`config.mk`:
```
export PLATFORM = sky130hd
export DESIGN_NAME = rational_arith_unit
export DESIGN_NICKNAME = d
export VERILOG_FILES = /design/src/design/rau_pkg.sv /design/src/design/rau_front.sv /design/src/design/rau_queue.sv /design/src/design/rau_back.sv /design/src/design/rational_arith_unit.sv
export SDC_FILE = /design/constraint.sdc
export NUM_CORES = 2
export LEC_CHECK = 0
export BUFFER_PORTS_ARGS = -buffer_cell sky130_fd_sc_hd__buf_2
export CAP_MARGIN = 15
export CORE_ASPECT_RATIO = 1.5
export CORE_MARGIN = 2
export CORE_UTILIZATION = 32
export DETAILED_ROUTE_END_ITERATION = 8
export SYNTH_ARGS = -nofsm -noshare
export SYNTH_HDL_FRONTEND = slang
export SYNTH_SLANG_ARGS = --single-unit
```
`constraint.sdc`:
```
create_clock -name clk -period 11.1 [get_ports clk]
set_clock_uncertainty 0.15 [all_clocks]
set_input_delay 1.665 -clock clk [delete_from_list [all_inputs] [get_ports clk]]
set_output_delay 1.665 -clock clk [all_outputs]
set_load 0.02 [all_outputs]
```
`src/design/rau_pkg.sv`:
```
`timescale 1ns / 1ps
// ----------------------------------------------------------------------------
// rau_pkg: shared definitions for the rational arithmetic unit
// Operation and status codes, default sizes and the control word that
// travels from the front end through the queue to the back end.
// ----------------------------------------------------------------------------
package rau_pkg;

	localparam int OPERAND_WIDTH_DEF = 16;
	localparam int QUEUE_DEPTH_DEF   = 2;

	// operation codes
	localparam logic [1:0] OP_ADD = 2'd0;
	localparam logic [1:0] OP_SUB = 2'd1;
	localparam logic [1:0] OP_MUL = 2'd2;
	localparam logic [1:0] OP_DIV = 2'd3;

	// status codes
	localparam logic [1:0] ST_OK        = 2'd0;
	localparam logic [1:0] ST_ZERO_DEN  = 2'd1;
	localparam logic [1:0] ST_OVERFLOW  = 2'd2;

	// classification of one item
	typedef struct packed {
		logic sum_mode;  // numerator is a signed sum of two products
		logic den_zero;  // an operand denominator is zero
		logic neg1;      // sign of the first numerator product
		logic neg2;      // sign of the second product, subtract folded in
		logic dneg;      // sign of the denominator product
	} rau_ctl_t;

endpackage

```
`src/design/rau_front.sv`:
```
`timescale 1ns / 1ps
// ----------------------------------------------------------------------------
// rau_front: operand classification
// Splits the operands into sign and magnitude, picks the product pairs for
// the operation and flags zero denominators.
// ----------------------------------------------------------------------------
module rau_front
	import rau_pkg::*;
#(
	parameter int OPERAND_WIDTH = OPERAND_WIDTH_DEF,
	localparam int MW = OPERAND_WIDTH + 1
) (
	input  logic [1:0]               req_type,
	input  logic [OPERAND_WIDTH-1:0] a_num,
	input  logic [OPERAND_WIDTH-1:0] a_den,
	input  logic [OPERAND_WIDTH-1:0] b_num,
	input  logic [OPERAND_WIDTH-1:0] b_den,
	output rau_ctl_t                 ctl,
	output logic [MW-1:0]            p1a,
	output logic [MW-1:0]            p1b,
	output logic [MW-1:0]            p2a,
	output logic [MW-1:0]            p2b,
	output logic [MW-1:0]            pda,
	output logic [MW-1:0]            pdb
);

	logic an_neg, ad_neg, bn_neg, bd_neg;
	logic [MW-1:0] an_mag, ad_mag, bn_mag, bd_mag;

	assign an_neg = a_num[OPERAND_WIDTH-1];
	assign ad_neg = a_den[OPERAND_WIDTH-1];
	assign bn_neg = b_num[OPERAND_WIDTH-1];
	assign bd_neg = b_den[OPERAND_WIDTH-1];

	// magnitude needs one bit more than the operand for the most negative value
	assign an_mag = an_neg ? MW'(-{an_neg, a_num}) : {1'b0, a_num};
	assign ad_mag = ad_neg ? MW'(-{ad_neg, a_den}) : {1'b0, a_den};
	assign bn_mag = bn_neg ? MW'(-{bn_neg, b_num}) : {1'b0, b_num};
	assign bd_mag = bd_neg ? MW'(-{bd_neg, b_den}) : {1'b0, b_den};

	always_comb begin
		ctl.den_zero = (a_den == '0) || (b_den == '0);
		ctl.sum_mode = 1'b0;
		ctl.neg1     = an_neg ^ bd_neg;
		ctl.neg2     = 1'b0;
		ctl.dneg     = ad_neg ^ bd_neg;
		p1a = an_mag;
		p1b = bd_mag;
		p2a = '0;
		p2b = '0;
		pda = ad_mag;
		pdb = bd_mag;
		case (req_type)
			OP_ADD, OP_SUB: begin
				ctl.sum_mode = 1'b1;
				ctl.neg2     = bn_neg ^ ad_neg ^ (req_type == OP_SUB);
				p2a = bn_mag;
				p2b = ad_mag;
			end
			OP_MUL: begin
				ctl.neg1 = an_neg ^ bn_neg;
				p1b = bn_mag;
			end
			OP_DIV: begin
				ctl.dneg = ad_neg ^ bn_neg;
				pdb = bn_mag;
			end
			default: begin
				ctl.sum_mode = 1'b0;
			end
		endcase
	end

endmodule

```
`src/design/rau_queue.sv`:
```
`timescale 1ns / 1ps
// ----------------------------------------------------------------------------
// rau_queue: short FIFO between front and back end
// Register-based; push is dropped when full, pop when empty.
// ----------------------------------------------------------------------------
module rau_queue
	import rau_pkg::*;
#(
	parameter int WIDTH = 8,
	parameter int DEPTH = QUEUE_DEPTH_DEF
) (
	input  logic             clk,
	input  logic             arst_n,
	input  logic             push,
	input  logic [WIDTH-1:0] push_data,
	output logic             full,
	input  logic             pop,
	output logic [WIDTH-1:0] pop_data,
	output logic             nonempty
);

	localparam int AW = (DEPTH > 1) ? $clog2(DEPTH) : 1;
	localparam int CW = $clog2(DEPTH + 1);

	logic [WIDTH-1:0] mem_q [DEPTH];
	logic [AW-1:0]    wr_ptr_q, rd_ptr_q;
	logic [CW-1:0]    cnt_q;
	logic             do_push, do_pop;

	assign full     = (cnt_q == CW'(DEPTH));
	assign nonempty = (cnt_q != '0);
	assign do_push  = push && !full;
	assign do_pop   = pop && nonempty;
	assign pop_data = mem_q[rd_ptr_q];

	always_ff @(posedge clk or negedge arst_n) begin
		if (!arst_n) begin
			wr_ptr_q <= '0;
			rd_ptr_q <= '0;
			cnt_q    <= '0;
		end else begin
			if (do_push)
				wr_ptr_q <= (wr_ptr_q == AW'(DEPTH - 1)) ? '0 : wr_ptr_q + 1'b1;
			if (do_pop)
				rd_ptr_q <= (rd_ptr_q == AW'(DEPTH - 1)) ? '0 : rd_ptr_q + 1'b1;
			if (do_push && !do_pop)
				cnt_q <= cnt_q + 1'b1;
			else if (do_pop && !do_push)
				cnt_q <= cnt_q - 1'b1;
		end
	end

	always_ff @(posedge clk) begin
		if (do_push)
			mem_q[wr_ptr_q] <= push_data;
	end

endmodule

```
`src/design/rau_back.sv`:
```
`timescale 1ns / 1ps
// ----------------------------------------------------------------------------
// rau_back: product, reduction and result sequencer
// One shared multiplier for the three products, signed sum, binary gcd, then a
// radix-2 divide of numerator and denominator by the gcd side by side.
// ----------------------------------------------------------------------------
module rau_back
	import rau_pkg::*;
#(
	parameter int OPERAND_WIDTH = OPERAND_WIDTH_DEF,
	localparam int MW = OPERAND_WIDTH + 1
) (
	input  logic           clk,
	input  logic           arst_n,
	input  logic           ent_valid,
	output logic           ent_pop,
	input  rau_ctl_t       ent_ctl,
	input  logic [MW-1:0]  ent_p1a,
	input  logic [MW-1:0]  ent_p1b,
	input  logic [MW-1:0]  ent_p2a,
	input  logic [MW-1:0]  ent_p2b,
	input  logic [MW-1:0]  ent_pda,
	input  logic [MW-1:0]  ent_pdb,
	output logic           out_valid,
	input  logic           out_ready,
	output logic [31:0]    res_num,
	output logic [30:0]    res_den,
	output logic [1:0]     status
);

	localparam int PW  = 2 * MW;
	localparam int NW  = PW + 1;
	localparam int CW  = (NW > 33) ? NW : 33;
	localparam int CNW = $clog2(NW);

	localparam logic [3:0] S_IDLE  = 4'd0;
	localparam logic [3:0] S_MUL1  = 4'd1;
	localparam logic [3:0] S_MUL2  = 4'd2;
	localparam logic [3:0] S_MUL3  = 4'd3;
	localparam logic [3:0] S_SUM   = 4'd4;
	localparam logic [3:0] S_CHECK = 4'd5;
	localparam logic [3:0] S_TWOS  = 4'd6;
	localparam logic [3:0] S_GCD   = 4'd7;
	localparam logic [3:0] S_DIV   = 4'd8;
	localparam logic [3:0] S_FIN   = 4'd9;

	logic [3:0]     state_q, state_d;
	rau_ctl_t       ctl_q;
	logic [MW-1:0]  p1a_q, p1b_q, p2a_q, p2b_q, pda_q, pdb_q;
	logic [MW-1:0]  mul_a, mul_b;
	logic [PW-1:0]  prod;
	logic [PW-1:0]  m1_q, m2_q, dm_q;
	logic [NW-1:0]  e1, e2, nsum;
	logic           nsum_neg;
	logic [NW-1:0]  nmag_q;
	logic           nneg_q;
	logic [NW-1:0]  x_q, y_q, n0_q, d0_q;
	logic [NW:0]    rn_q, rd_q, rn_nx, rd_nx, g_ext;
	logic           qn_bit, qd_bit;
	logic [CNW-1:0] cnt_q;
	logic           neg_q, early_q, early;
	logic [1:0]     st_q;
	logic           out_valid_q, out_free;
	logic [31:0]    res_num_q, fin_num;
	logic [30:0]    res_den_q, fin_den;
	logic [1:0]     status_q, fin_st;
	logic [CW-1:0]  nq, dq;
	logic           ovf;
	logic [NW-1:0]  x_sub_y, y_sub_x;

	assign ent_pop  = (state_q == S_IDLE) && ent_valid;
	assign out_free = !out_valid_q || out_ready;
	assign early    = ctl_q.den_zero || (dm_q == '0) || (nmag_q == '0);

	// shared multiplier
	always_comb begin
		case (state_q)
			S_MUL1: begin
				mul_a = p1a_q;
				mul_b = p1b_q;
			end
			S_MUL2: begin
				mul_a = p2a_q;
				mul_b = p2b_q;
			end
			default: begin
				mul_a = pda_q;
				mul_b = pdb_q;
			end
		endcase
	end
	assign prod = mul_a * mul_b;

	// signed-magnitude sum of the two numerator products, or the first product alone outside sum mode
	assign e1 = {1'b0, m1_q};
	assign e2 = {1'b0, m2_q};
	always_comb begin
		if (!ctl_q.sum_mode) begin
			nsum     = e1;
			nsum_neg = ctl_q.neg1;
		end else if (ctl_q.neg1 == ctl_q.neg2) begin
			nsum     = e1 + e2;
			nsum_neg = ctl_q.neg1;
		end else if (m1_q >= m2_q) begin
			nsum     = e1 - e2;
			nsum_neg = ctl_q.neg1;
		end else begin
			nsum     = e2 - e1;
			nsum_neg = ctl_q.neg2;
		end
	end

	assign x_sub_y = x_q - y_q;
	assign y_sub_x = y_q - x_q;

	// restoring divide step, x_q holds the odd gcd
	assign g_ext  = {1'b0, x_q};
	assign rn_nx  = {rn_q[NW-1:0], n0_q[NW-1]};
	assign rd_nx  = {rd_q[NW-1:0], d0_q[NW-1]};
	assign qn_bit = (rn_nx >= g_ext);
	assign qd_bit = (rd_nx >= g_ext);

	// result formatting
	assign nq = CW'(n0_q);
	assign dq = CW'(d0_q);
	always_comb begin
		ovf = (dq > CW'(32'h7FFF_FFFF)) ||
			(neg_q ? (nq > CW'(32'h8000_0000)) : (nq > CW'(32'h7FFF_FFFF)));
		if (early_q || ovf) begin
			fin_num = '0;
			fin_den = 31'd1;
			fin_st  = early_q ? st_q : ST_OVERFLOW;
		end else begin
			fin_num = neg_q ? (32'd0 - nq[31:0]) : nq[31:0];
			fin_den = dq[30:0];
			fin_st  = ST_OK;
		end
	end

	always_comb begin
		state_d = state_q;
		case (state_q)
			S_IDLE:  if (ent_valid) state_d = S_MUL1;
			S_MUL1:  state_d = S_MUL2;
			S_MUL2:  state_d = S_MUL3;
			S_MUL3:  state_d = S_SUM;
			S_SUM:   state_d = S_CHECK;
			S_CHECK: state_d = early ? S_FIN : S_TWOS;
			S_TWOS:  if (x_q[0] || y_q[0]) state_d = S_GCD;
			S_GCD:   if (x_q == y_q) state_d = S_DIV;
			S_DIV:   if (cnt_q == '0) state_d = S_FIN;
			S_FIN:   if (out_free) state_d = S_IDLE;
			default: state_d = S_IDLE;
		endcase
	end

	always_ff @(posedge clk or negedge arst_n) begin
		if (!arst_n) begin
			state_q     <= S_IDLE;
			out_valid_q <= 1'b0;
		end else begin
			state_q <= state_d;
			if (state_q == S_FIN && out_free)
				out_valid_q <= 1'b1;
			else if (out_ready)
				out_valid_q <= 1'b0;
		end
	end

	always_ff @(posedge clk) begin
		case (state_q)
			S_IDLE: begin
				if (ent_valid) begin
					ctl_q <= ent_ctl;
					p1a_q <= ent_p1a;
					p1b_q <= ent_p1b;
					p2a_q <= ent_p2a;
					p2b_q <= ent_p2b;
					pda_q <= ent_pda;
					pdb_q <= ent_pdb;
				end
			end
			S_MUL1: m1_q <= prod;
			S_MUL2: m2_q <= prod;
			S_MUL3: dm_q <= prod;
			S_SUM: begin
				nmag_q <= nsum;
				nneg_q <= nsum_neg;
			end
			S_CHECK: begin
				early_q <= early;
				st_q    <= (ctl_q.den_zero || dm_q == '0) ? ST_ZERO_DEN : ST_OK;
				neg_q   <= nneg_q ^ ctl_q.dneg;
				x_q     <= nmag_q;
				y_q     <= {1'b0, dm_q};
				n0_q    <= nmag_q;
				d0_q    <= {1'b0, dm_q};
			end
			S_TWOS: begin
				// common factors of two come off the dividends as well
				if (!x_q[0] && !y_q[0]) begin
					x_q  <= x_q >> 1;
					y_q  <= y_q >> 1;
					n0_q <= n0_q >> 1;
					d0_q <= d0_q >> 1;
				end
			end
			S_GCD: begin
				if (x_q == y_q) begin
					rn_q  <= '0;
					rd_q  <= '0;
					cnt_q <= CNW'(NW - 1);
				end else if (!x_q[0]) begin
					x_q <= x_q >> 1;
				end else if (!y_q[0]) begin
					y_q <= y_q >> 1;
				end else if (x_q > y_q) begin
					x_q <= x_sub_y >> 1;
				end else begin
					y_q <= y_sub_x >> 1;
				end
			end
			S_DIV: begin
				rn_q  <= qn_bit ? (rn_nx - g_ext) : rn_nx;
				rd_q  <= qd_bit ? (rd_nx - g_ext) : rd_nx;
				n0_q  <= {n0_q[NW-2:0], qn_bit};
				d0_q  <= {d0_q[NW-2:0], qd_bit};
				cnt_q <= cnt_q - 1'b1;
			end
			S_FIN: begin
				if (out_free) begin
					res_num_q <= fin_num;
					res_den_q <= fin_den;
					status_q  <= fin_st;
				end
			end
			default: begin
				cnt_q <= cnt_q;
			end
		endcase
	end

	assign out_valid = out_valid_q;
	assign res_num   = res_num_q;
	assign res_den   = res_den_q;
	assign status    = status_q;

endmodule

```
`src/design/rational_arith_unit.sv`:
```
`timescale 1ns / 1ps
// ----------------------------------------------------------------------------
// rational_arith_unit: exact fraction arithmetic with gcd reduction
// Adds, subtracts, multiplies or divides two signed fractions and returns the
// reduced result with a positive denominator and a status code.
// ----------------------------------------------------------------------------
// Each transfer on the input channel is classified at once and written into
// a short queue (QUEUE_DEPTH items), so the input keeps taking items while the
// back end is busy or a result waits at the output, as long as the queue has
// room. The back end works on one item at a time: it takes the item from the
// queue, forms the three products on the single shared multiplier, then the
// signed sum, then the checks, then strips common factors of two (shifting
// until one side is odd), runs binary-gcd steps until both sides are equal
// and ends with radix-2 division over NW quotient bits, where NW =
// 2*OPERAND_WIDTH+3 (35 at the default width), before loading the output
// register. Items end early on a zero operand or result denominator
// (status 1) or a zero numerator (0/1), and skip the gcd and the divider.
// A result held at the output keeps the back end in its final state until
// it goes.
// A numerator outside the signed 32-bit range or a denominator above
// 2^31-1 reports status 2.
// Any non-zero status comes with res_num 0 and res_den 1.
// ----------------------------------------------------------------------------
module rational_arith_unit
	import rau_pkg::*;
#(
	parameter int OPERAND_WIDTH = OPERAND_WIDTH_DEF,
	parameter int QUEUE_DEPTH   = QUEUE_DEPTH_DEF
) (
	input  logic                     clk,
	input  logic                     arst_n,
	input  logic                     in_valid,
	output logic                     in_ready,
	input  logic [1:0]               req_type,
	input  logic [OPERAND_WIDTH-1:0] a_num,
	input  logic [OPERAND_WIDTH-1:0] a_den,
	input  logic [OPERAND_WIDTH-1:0] b_num,
	input  logic [OPERAND_WIDTH-1:0] b_den,
	output logic                     out_valid,
	input  logic                     out_ready,
	output logic [31:0]              res_num,
	output logic [30:0]              res_den,
	output logic [1:0]               status
);

	localparam int MW = OPERAND_WIDTH + 1;
	localparam int QW = $bits(rau_ctl_t) + 6 * MW;

	// front end outputs
	rau_ctl_t      f_ctl;
	logic [MW-1:0] f_p1a, f_p1b, f_p2a, f_p2b, f_pda, f_pdb;

	// queue
	logic          q_full, q_nonempty, q_pop;
	logic [QW-1:0] q_wdata, q_rdata;

	// entry as seen by the back end
	rau_ctl_t      e_ctl;
	logic [MW-1:0] e_p1a, e_p1b, e_p2a, e_p2b, e_pda, e_pdb;

	rau_front #(
		.OPERAND_WIDTH(OPERAND_WIDTH)
	) u_front (
		.req_type(req_type),
		.a_num   (a_num),
		.a_den   (a_den),
		.b_num   (b_num),
		.b_den   (b_den),
		.ctl     (f_ctl),
		.p1a     (f_p1a),
		.p1b     (f_p1b),
		.p2a     (f_p2a),
		.p2b     (f_p2b),
		.pda     (f_pda),
		.pdb     (f_pdb)
	);

	// a transfer lands in the queue whenever there is room
	assign in_ready = !q_full;
	assign q_wdata  = {f_ctl, f_p1a, f_p1b, f_p2a, f_p2b, f_pda, f_pdb};

	rau_queue #(
		.WIDTH(QW),
		.DEPTH(QUEUE_DEPTH)
	) u_queue (
		.clk      (clk),
		.arst_n   (arst_n),
		.push     (in_valid),
		.push_data(q_wdata),
		.full     (q_full),
		.pop      (q_pop),
		.pop_data (q_rdata),
		.nonempty (q_nonempty)
	);

	assign {e_ctl, e_p1a, e_p1b, e_p2a, e_p2b, e_pda, e_pdb} = q_rdata;

	rau_back #(
		.OPERAND_WIDTH(OPERAND_WIDTH)
	) u_back (
		.clk      (clk),
		.arst_n   (arst_n),
		.ent_valid(q_nonempty),
		.ent_pop  (q_pop),
		.ent_ctl  (e_ctl),
		.ent_p1a  (e_p1a),
		.ent_p1b  (e_p1b),
		.ent_p2a  (e_p2a),
		.ent_p2b  (e_p2b),
		.ent_pda  (e_pda),
		.ent_pdb  (e_pdb),
		.out_valid(out_valid),
		.out_ready(out_ready),
		.res_num  (res_num),
		.res_den  (res_den),
		.status   (status)
	);

	// back end only pops an item that is there
	a_pop_nonempty: assert property (@(posedge clk) disable iff (!arst_n)
		q_pop |-> q_nonempty)
		else $error("back end popped an empty queue");

	// denominator is never zero on a result
	a_den_nonzero: assert property (@(posedge clk) disable iff (!arst_n)
		out_valid |-> (res_den != '0))
		else $error("result denominator is zero");

	// error results and zero results are 0/1
	a_err_fixed: assert property (@(posedge clk) disable iff (!arst_n)
		(out_valid && (status != ST_OK || res_num == '0)) |->
		(res_num == '0 && res_den == 31'd1))
		else $error("error or zero result not reported as 0/1");

endmodule
```
==> results.toml <==
[synthesis]
synth_edf_count = 742
synth_cell_types = 98
async_flop_share_pct = 1.20
synthFlopType = "edfxtp_1"
ys_seq_area_share_pct = 41.8
yosys_warnings = 0
synth-seq-cells = 751
syn_inst = 5342
syn-mean-instance-area_um2 = 10.1
synth_area_mm2 = 0.0539

[detailed_routing]
viasPerCell = 5.29
wl_per_cell_um = 22.8
dr.pass1.iters = 6
drc = 0
drtIter0Drc = 3016
wl_mm = 175
drtAntennaViolNets = 0
vias = 40500

[floorplanning]
die_height_um = 507
die_x_um = 339
coreArea_mm2 = 0.167
rows = 184
initial_core_util_pct = 32.2
die_area_mm2 = 0.172
ios = 137

[flow_run]
cap_violations = 0

[final_layout]
nFillCells = 16700
final_core_util_pct = 35.7
final_nets = 6022
finalNonFillerCells = 7663
drive_gt1_share_pct = 9.21
syn_to_final_growth_pct = 11.0
antenna_cells = 0

[clock_network]
htreeDepth = 3
ctsResizeCount = 0
clock_latency_ps = 710
clk_path_buf_depth = 3
cts_tree = "done"
root_buffer = "clkbuf_16"
clk_pin_slew_ps = 70
clock-sinks = 751
ctsHoldBuffers = 0
post_cts_buffers = 0
cts_made_buffers = 83

[run_status]
status = "complete, no violations"

[global_route]
antenna_found_initial = 1
grt_pass1_wl_mm = 260
grt_pass1_vias = 41900
grt_usage_pct = 19.9
grt_overflow = 0
grt_max_degree = 81

[worst_setup_path]
crit_path_frequent_cell = "fa_1"
cp-start-kind = "flip-flop"
cp_data_arrival_time_ps = 9640
slowest_delay_ps = 790
end_kind = "flip-flop"
worstPathMaxFanout = 23
required_ps = 11380
crit_type = "flip-flop to flip-flop"
cp_slowest_cell = "dfrtp_1"

[sta]
hold_viol_final = 0
tns_ps = 0
period_needed_ps = 9350
drv_slew = 0
fmax_mhz = 107
tightestPinTransition_ps = 1250
slew_headroom_pct = 14.4
setup_viol = 0
rsz0062_at_grt = "false"
whs_ps = 365
finalCritPeriodShare_pct = 84.3

[place]
place_inst = 7509
gp_congestion = 1.00
dp_hpwl_mm = 134
io_buffers = 136

[worst_hold_path]
hold_class = "flip-flop to flip-flop"
## worst max-delay path: cells and delay by family, from the launching register on
| family | cells | cell delay [ps] |
|---|---|---|
| fa+ha+maj | 7 | 3430 |
| xor+xnor | 1 | 130 |
| compound gates | 6 | 1760 |
| simple gates | 8 | 2190 |
| flops | 1 | 790 |
| buf+inv | 6 | 600 |
## Yosys cell counts (all sizes together), types with 9 or more instances
| master | number | area (um^2) |
|---|---|---|
| a21oi | 320 | 1610 |
| o31ai | 39 | 298 |
| and3 | 20 | 130 |
| mux2 | 111 | 1250 |
| dfrtp | 9 | 225 |
| nor2 | 467 | 1760 |
| a21boi | 14 | 109 |
| nand2 | 603 | 2260 |
| buf | 58 | 325 |
| nor4 | 47 | 307 |
| mux2i | 85 | 851 |
| nand3 | 67 | 335 |
| nor3 | 74 | 370 |
| ha | 358 | 4480 |
| clkbuf | 207 | 778 |
| nor2b | 42 | 263 |
| fa | 231 | 4620 |
| o41ai | 25 | 219 |
| nand4 | 50 | 325 |
| inv | 515 | 1930 |
| o21ai | 240 | 1200 |
| a211o | 9 | 78.8 |
| a211oi | 40 | 300 |
| o22ai | 17 | 106 |
| or2 | 15 | 93.9 |
| xnor2 | 161 | 1410 |
| and2 | 87 | 544 |
| o211ai | 23 | 186 |
| o21bai | 44 | 330 |
| or3 | 34 | 223 |
| o21a | 38 | 285 |
| nand2b | 36 | 233 |
| a221oi | 20 | 175 |
| xor2 | 103 | 902 |
| nand3b | 11 | 82.6 |
| a22oi | 136 | 1020 |
| a21o | 108 | 811 |
| edfxtp | 742 | 22300 |
| a31oi | 35 | 219 |
## metal layers
metal	global-route usage, %	vias to the layer above	share of wire (%)
met5	0	-	0
met4	12.4	0	7.1
met3	2.27	433	4.1
met2	37.1	1298	52
met1	21.4	20000	37
li1	-	18800	-
## registers in the layout (all words and copies together) (netlist names), 35 cells and up
name,cells
u_queue.mem_q,214
u_back.d0_q,35
u_back.n0_q,35
u_back.nmag_q,35
u_back.rd_q,35
u_back.rn_q,35
u_back.x_q,35
## cells by family after synthesis
group                    share of synthesized area, %
flip-flops                                       41.8
AND/OR/NAND/NOR                                  13.3
other                                         0.00696
buffers and inverters                            5.64
multiplexers                                     3.90
AO/OA/AOI/OAI                                    14.2
XOR/XNOR                                         4.29
adder cells (fa/ha/maj)                          16.9
## worst paths after layout
path | from | end | slack [ps] | depth (start not counted)
worst max-delay path | u_back.state_q[0]$_DFFE_PN0P_ | u_back.m2_q[30]$_DFFE_PN_ | 1750 | 28
worst min-delay path | u_queue.mem_q[0][106]$_DFFE_PP_ | u_back.ctl_q[4]$_DFFE_PP_ | 370 | 1
worst max register to register | u_back.state_q[0]$_DFFE_PN0P_ | u_back.m2_q[30]$_DFFE_PN_ | 1750 | 28
worst min register to register | u_queue.mem_q[0][106]$_DFFE_PP_ | u_back.ctl_q[4]$_DFFE_PP_ | 370 | 1
max in group asynchronous | arst_n | u_queue.rd_ptr_q$_DFFE_PN0P_ | 9690 | 1
min in group asynchronous | arst_n | u_back.out_valid$_DFFE_PN0P_ | 750 | 1
## layout by cell type (no fill, tap or decap), types with 42 or more instances in the layout
cell type / Yosys / routed
nor3_1: 74 / 70
nor2b_1: 42 / 42
xor2_1: 103 / 102
mux2i_1: 85 / 85
a21o_1: 108 / 108
nand4_1: 48 / 48
a21oi_1: 317 / 317
o21ai_0: 232 / 232
and2_1: 87 / 85
fa_1: 231 / 231
a22oi_1: 136 / 136
nand2_1: 603 / 600
mux2_2: 111 / 111
buf_2: 32 / 136
xnor2_1: 161 / 160
nor2_1: 466 / 460
buf_4: 6 / 52
clkbuf_16: 0 / 86
ha_1: 358 / 358
o21bai_1: 44 / 44
edfxtp_1: 742 / 742
inv_1: 511 / 510
nand3_1: 67 / 67
nor4_1: 45 / 45
## metrics by stage
stage / setup WS (ps) / cell area (um^2)
2_1_floorplan: 2390 / 53900
3_3_place_gp: 1940 / 56900
3_5_place_dp: 1790 / 56900
4_1_cts: 1800 / 59800
5_1_grt: 1180 / 59800
6_report: 1750 / 59800
## layout make-up
| cell class | instances | area [um^2] | share of cell area (%) |
|---|---|---|---|
| clock buffer | 96 | 2190 | 3.66 |
| timing repair buffer | 190 | 1100 | 1.83 |
| inverter | 516 | 1940 | 3.24 |
| clock inverter | 57 | 762 | 1.27 |
| multi-input combinational | 3821 | 28500 | 47.7 |
| sequential | 751 | 22500 | 37.6 |
| tap | 2232 | 2790 | 4.67 |
Power is not shown: default switching activity piles up to over one toggle a cycle in this logic, so the estimate is an artifact.
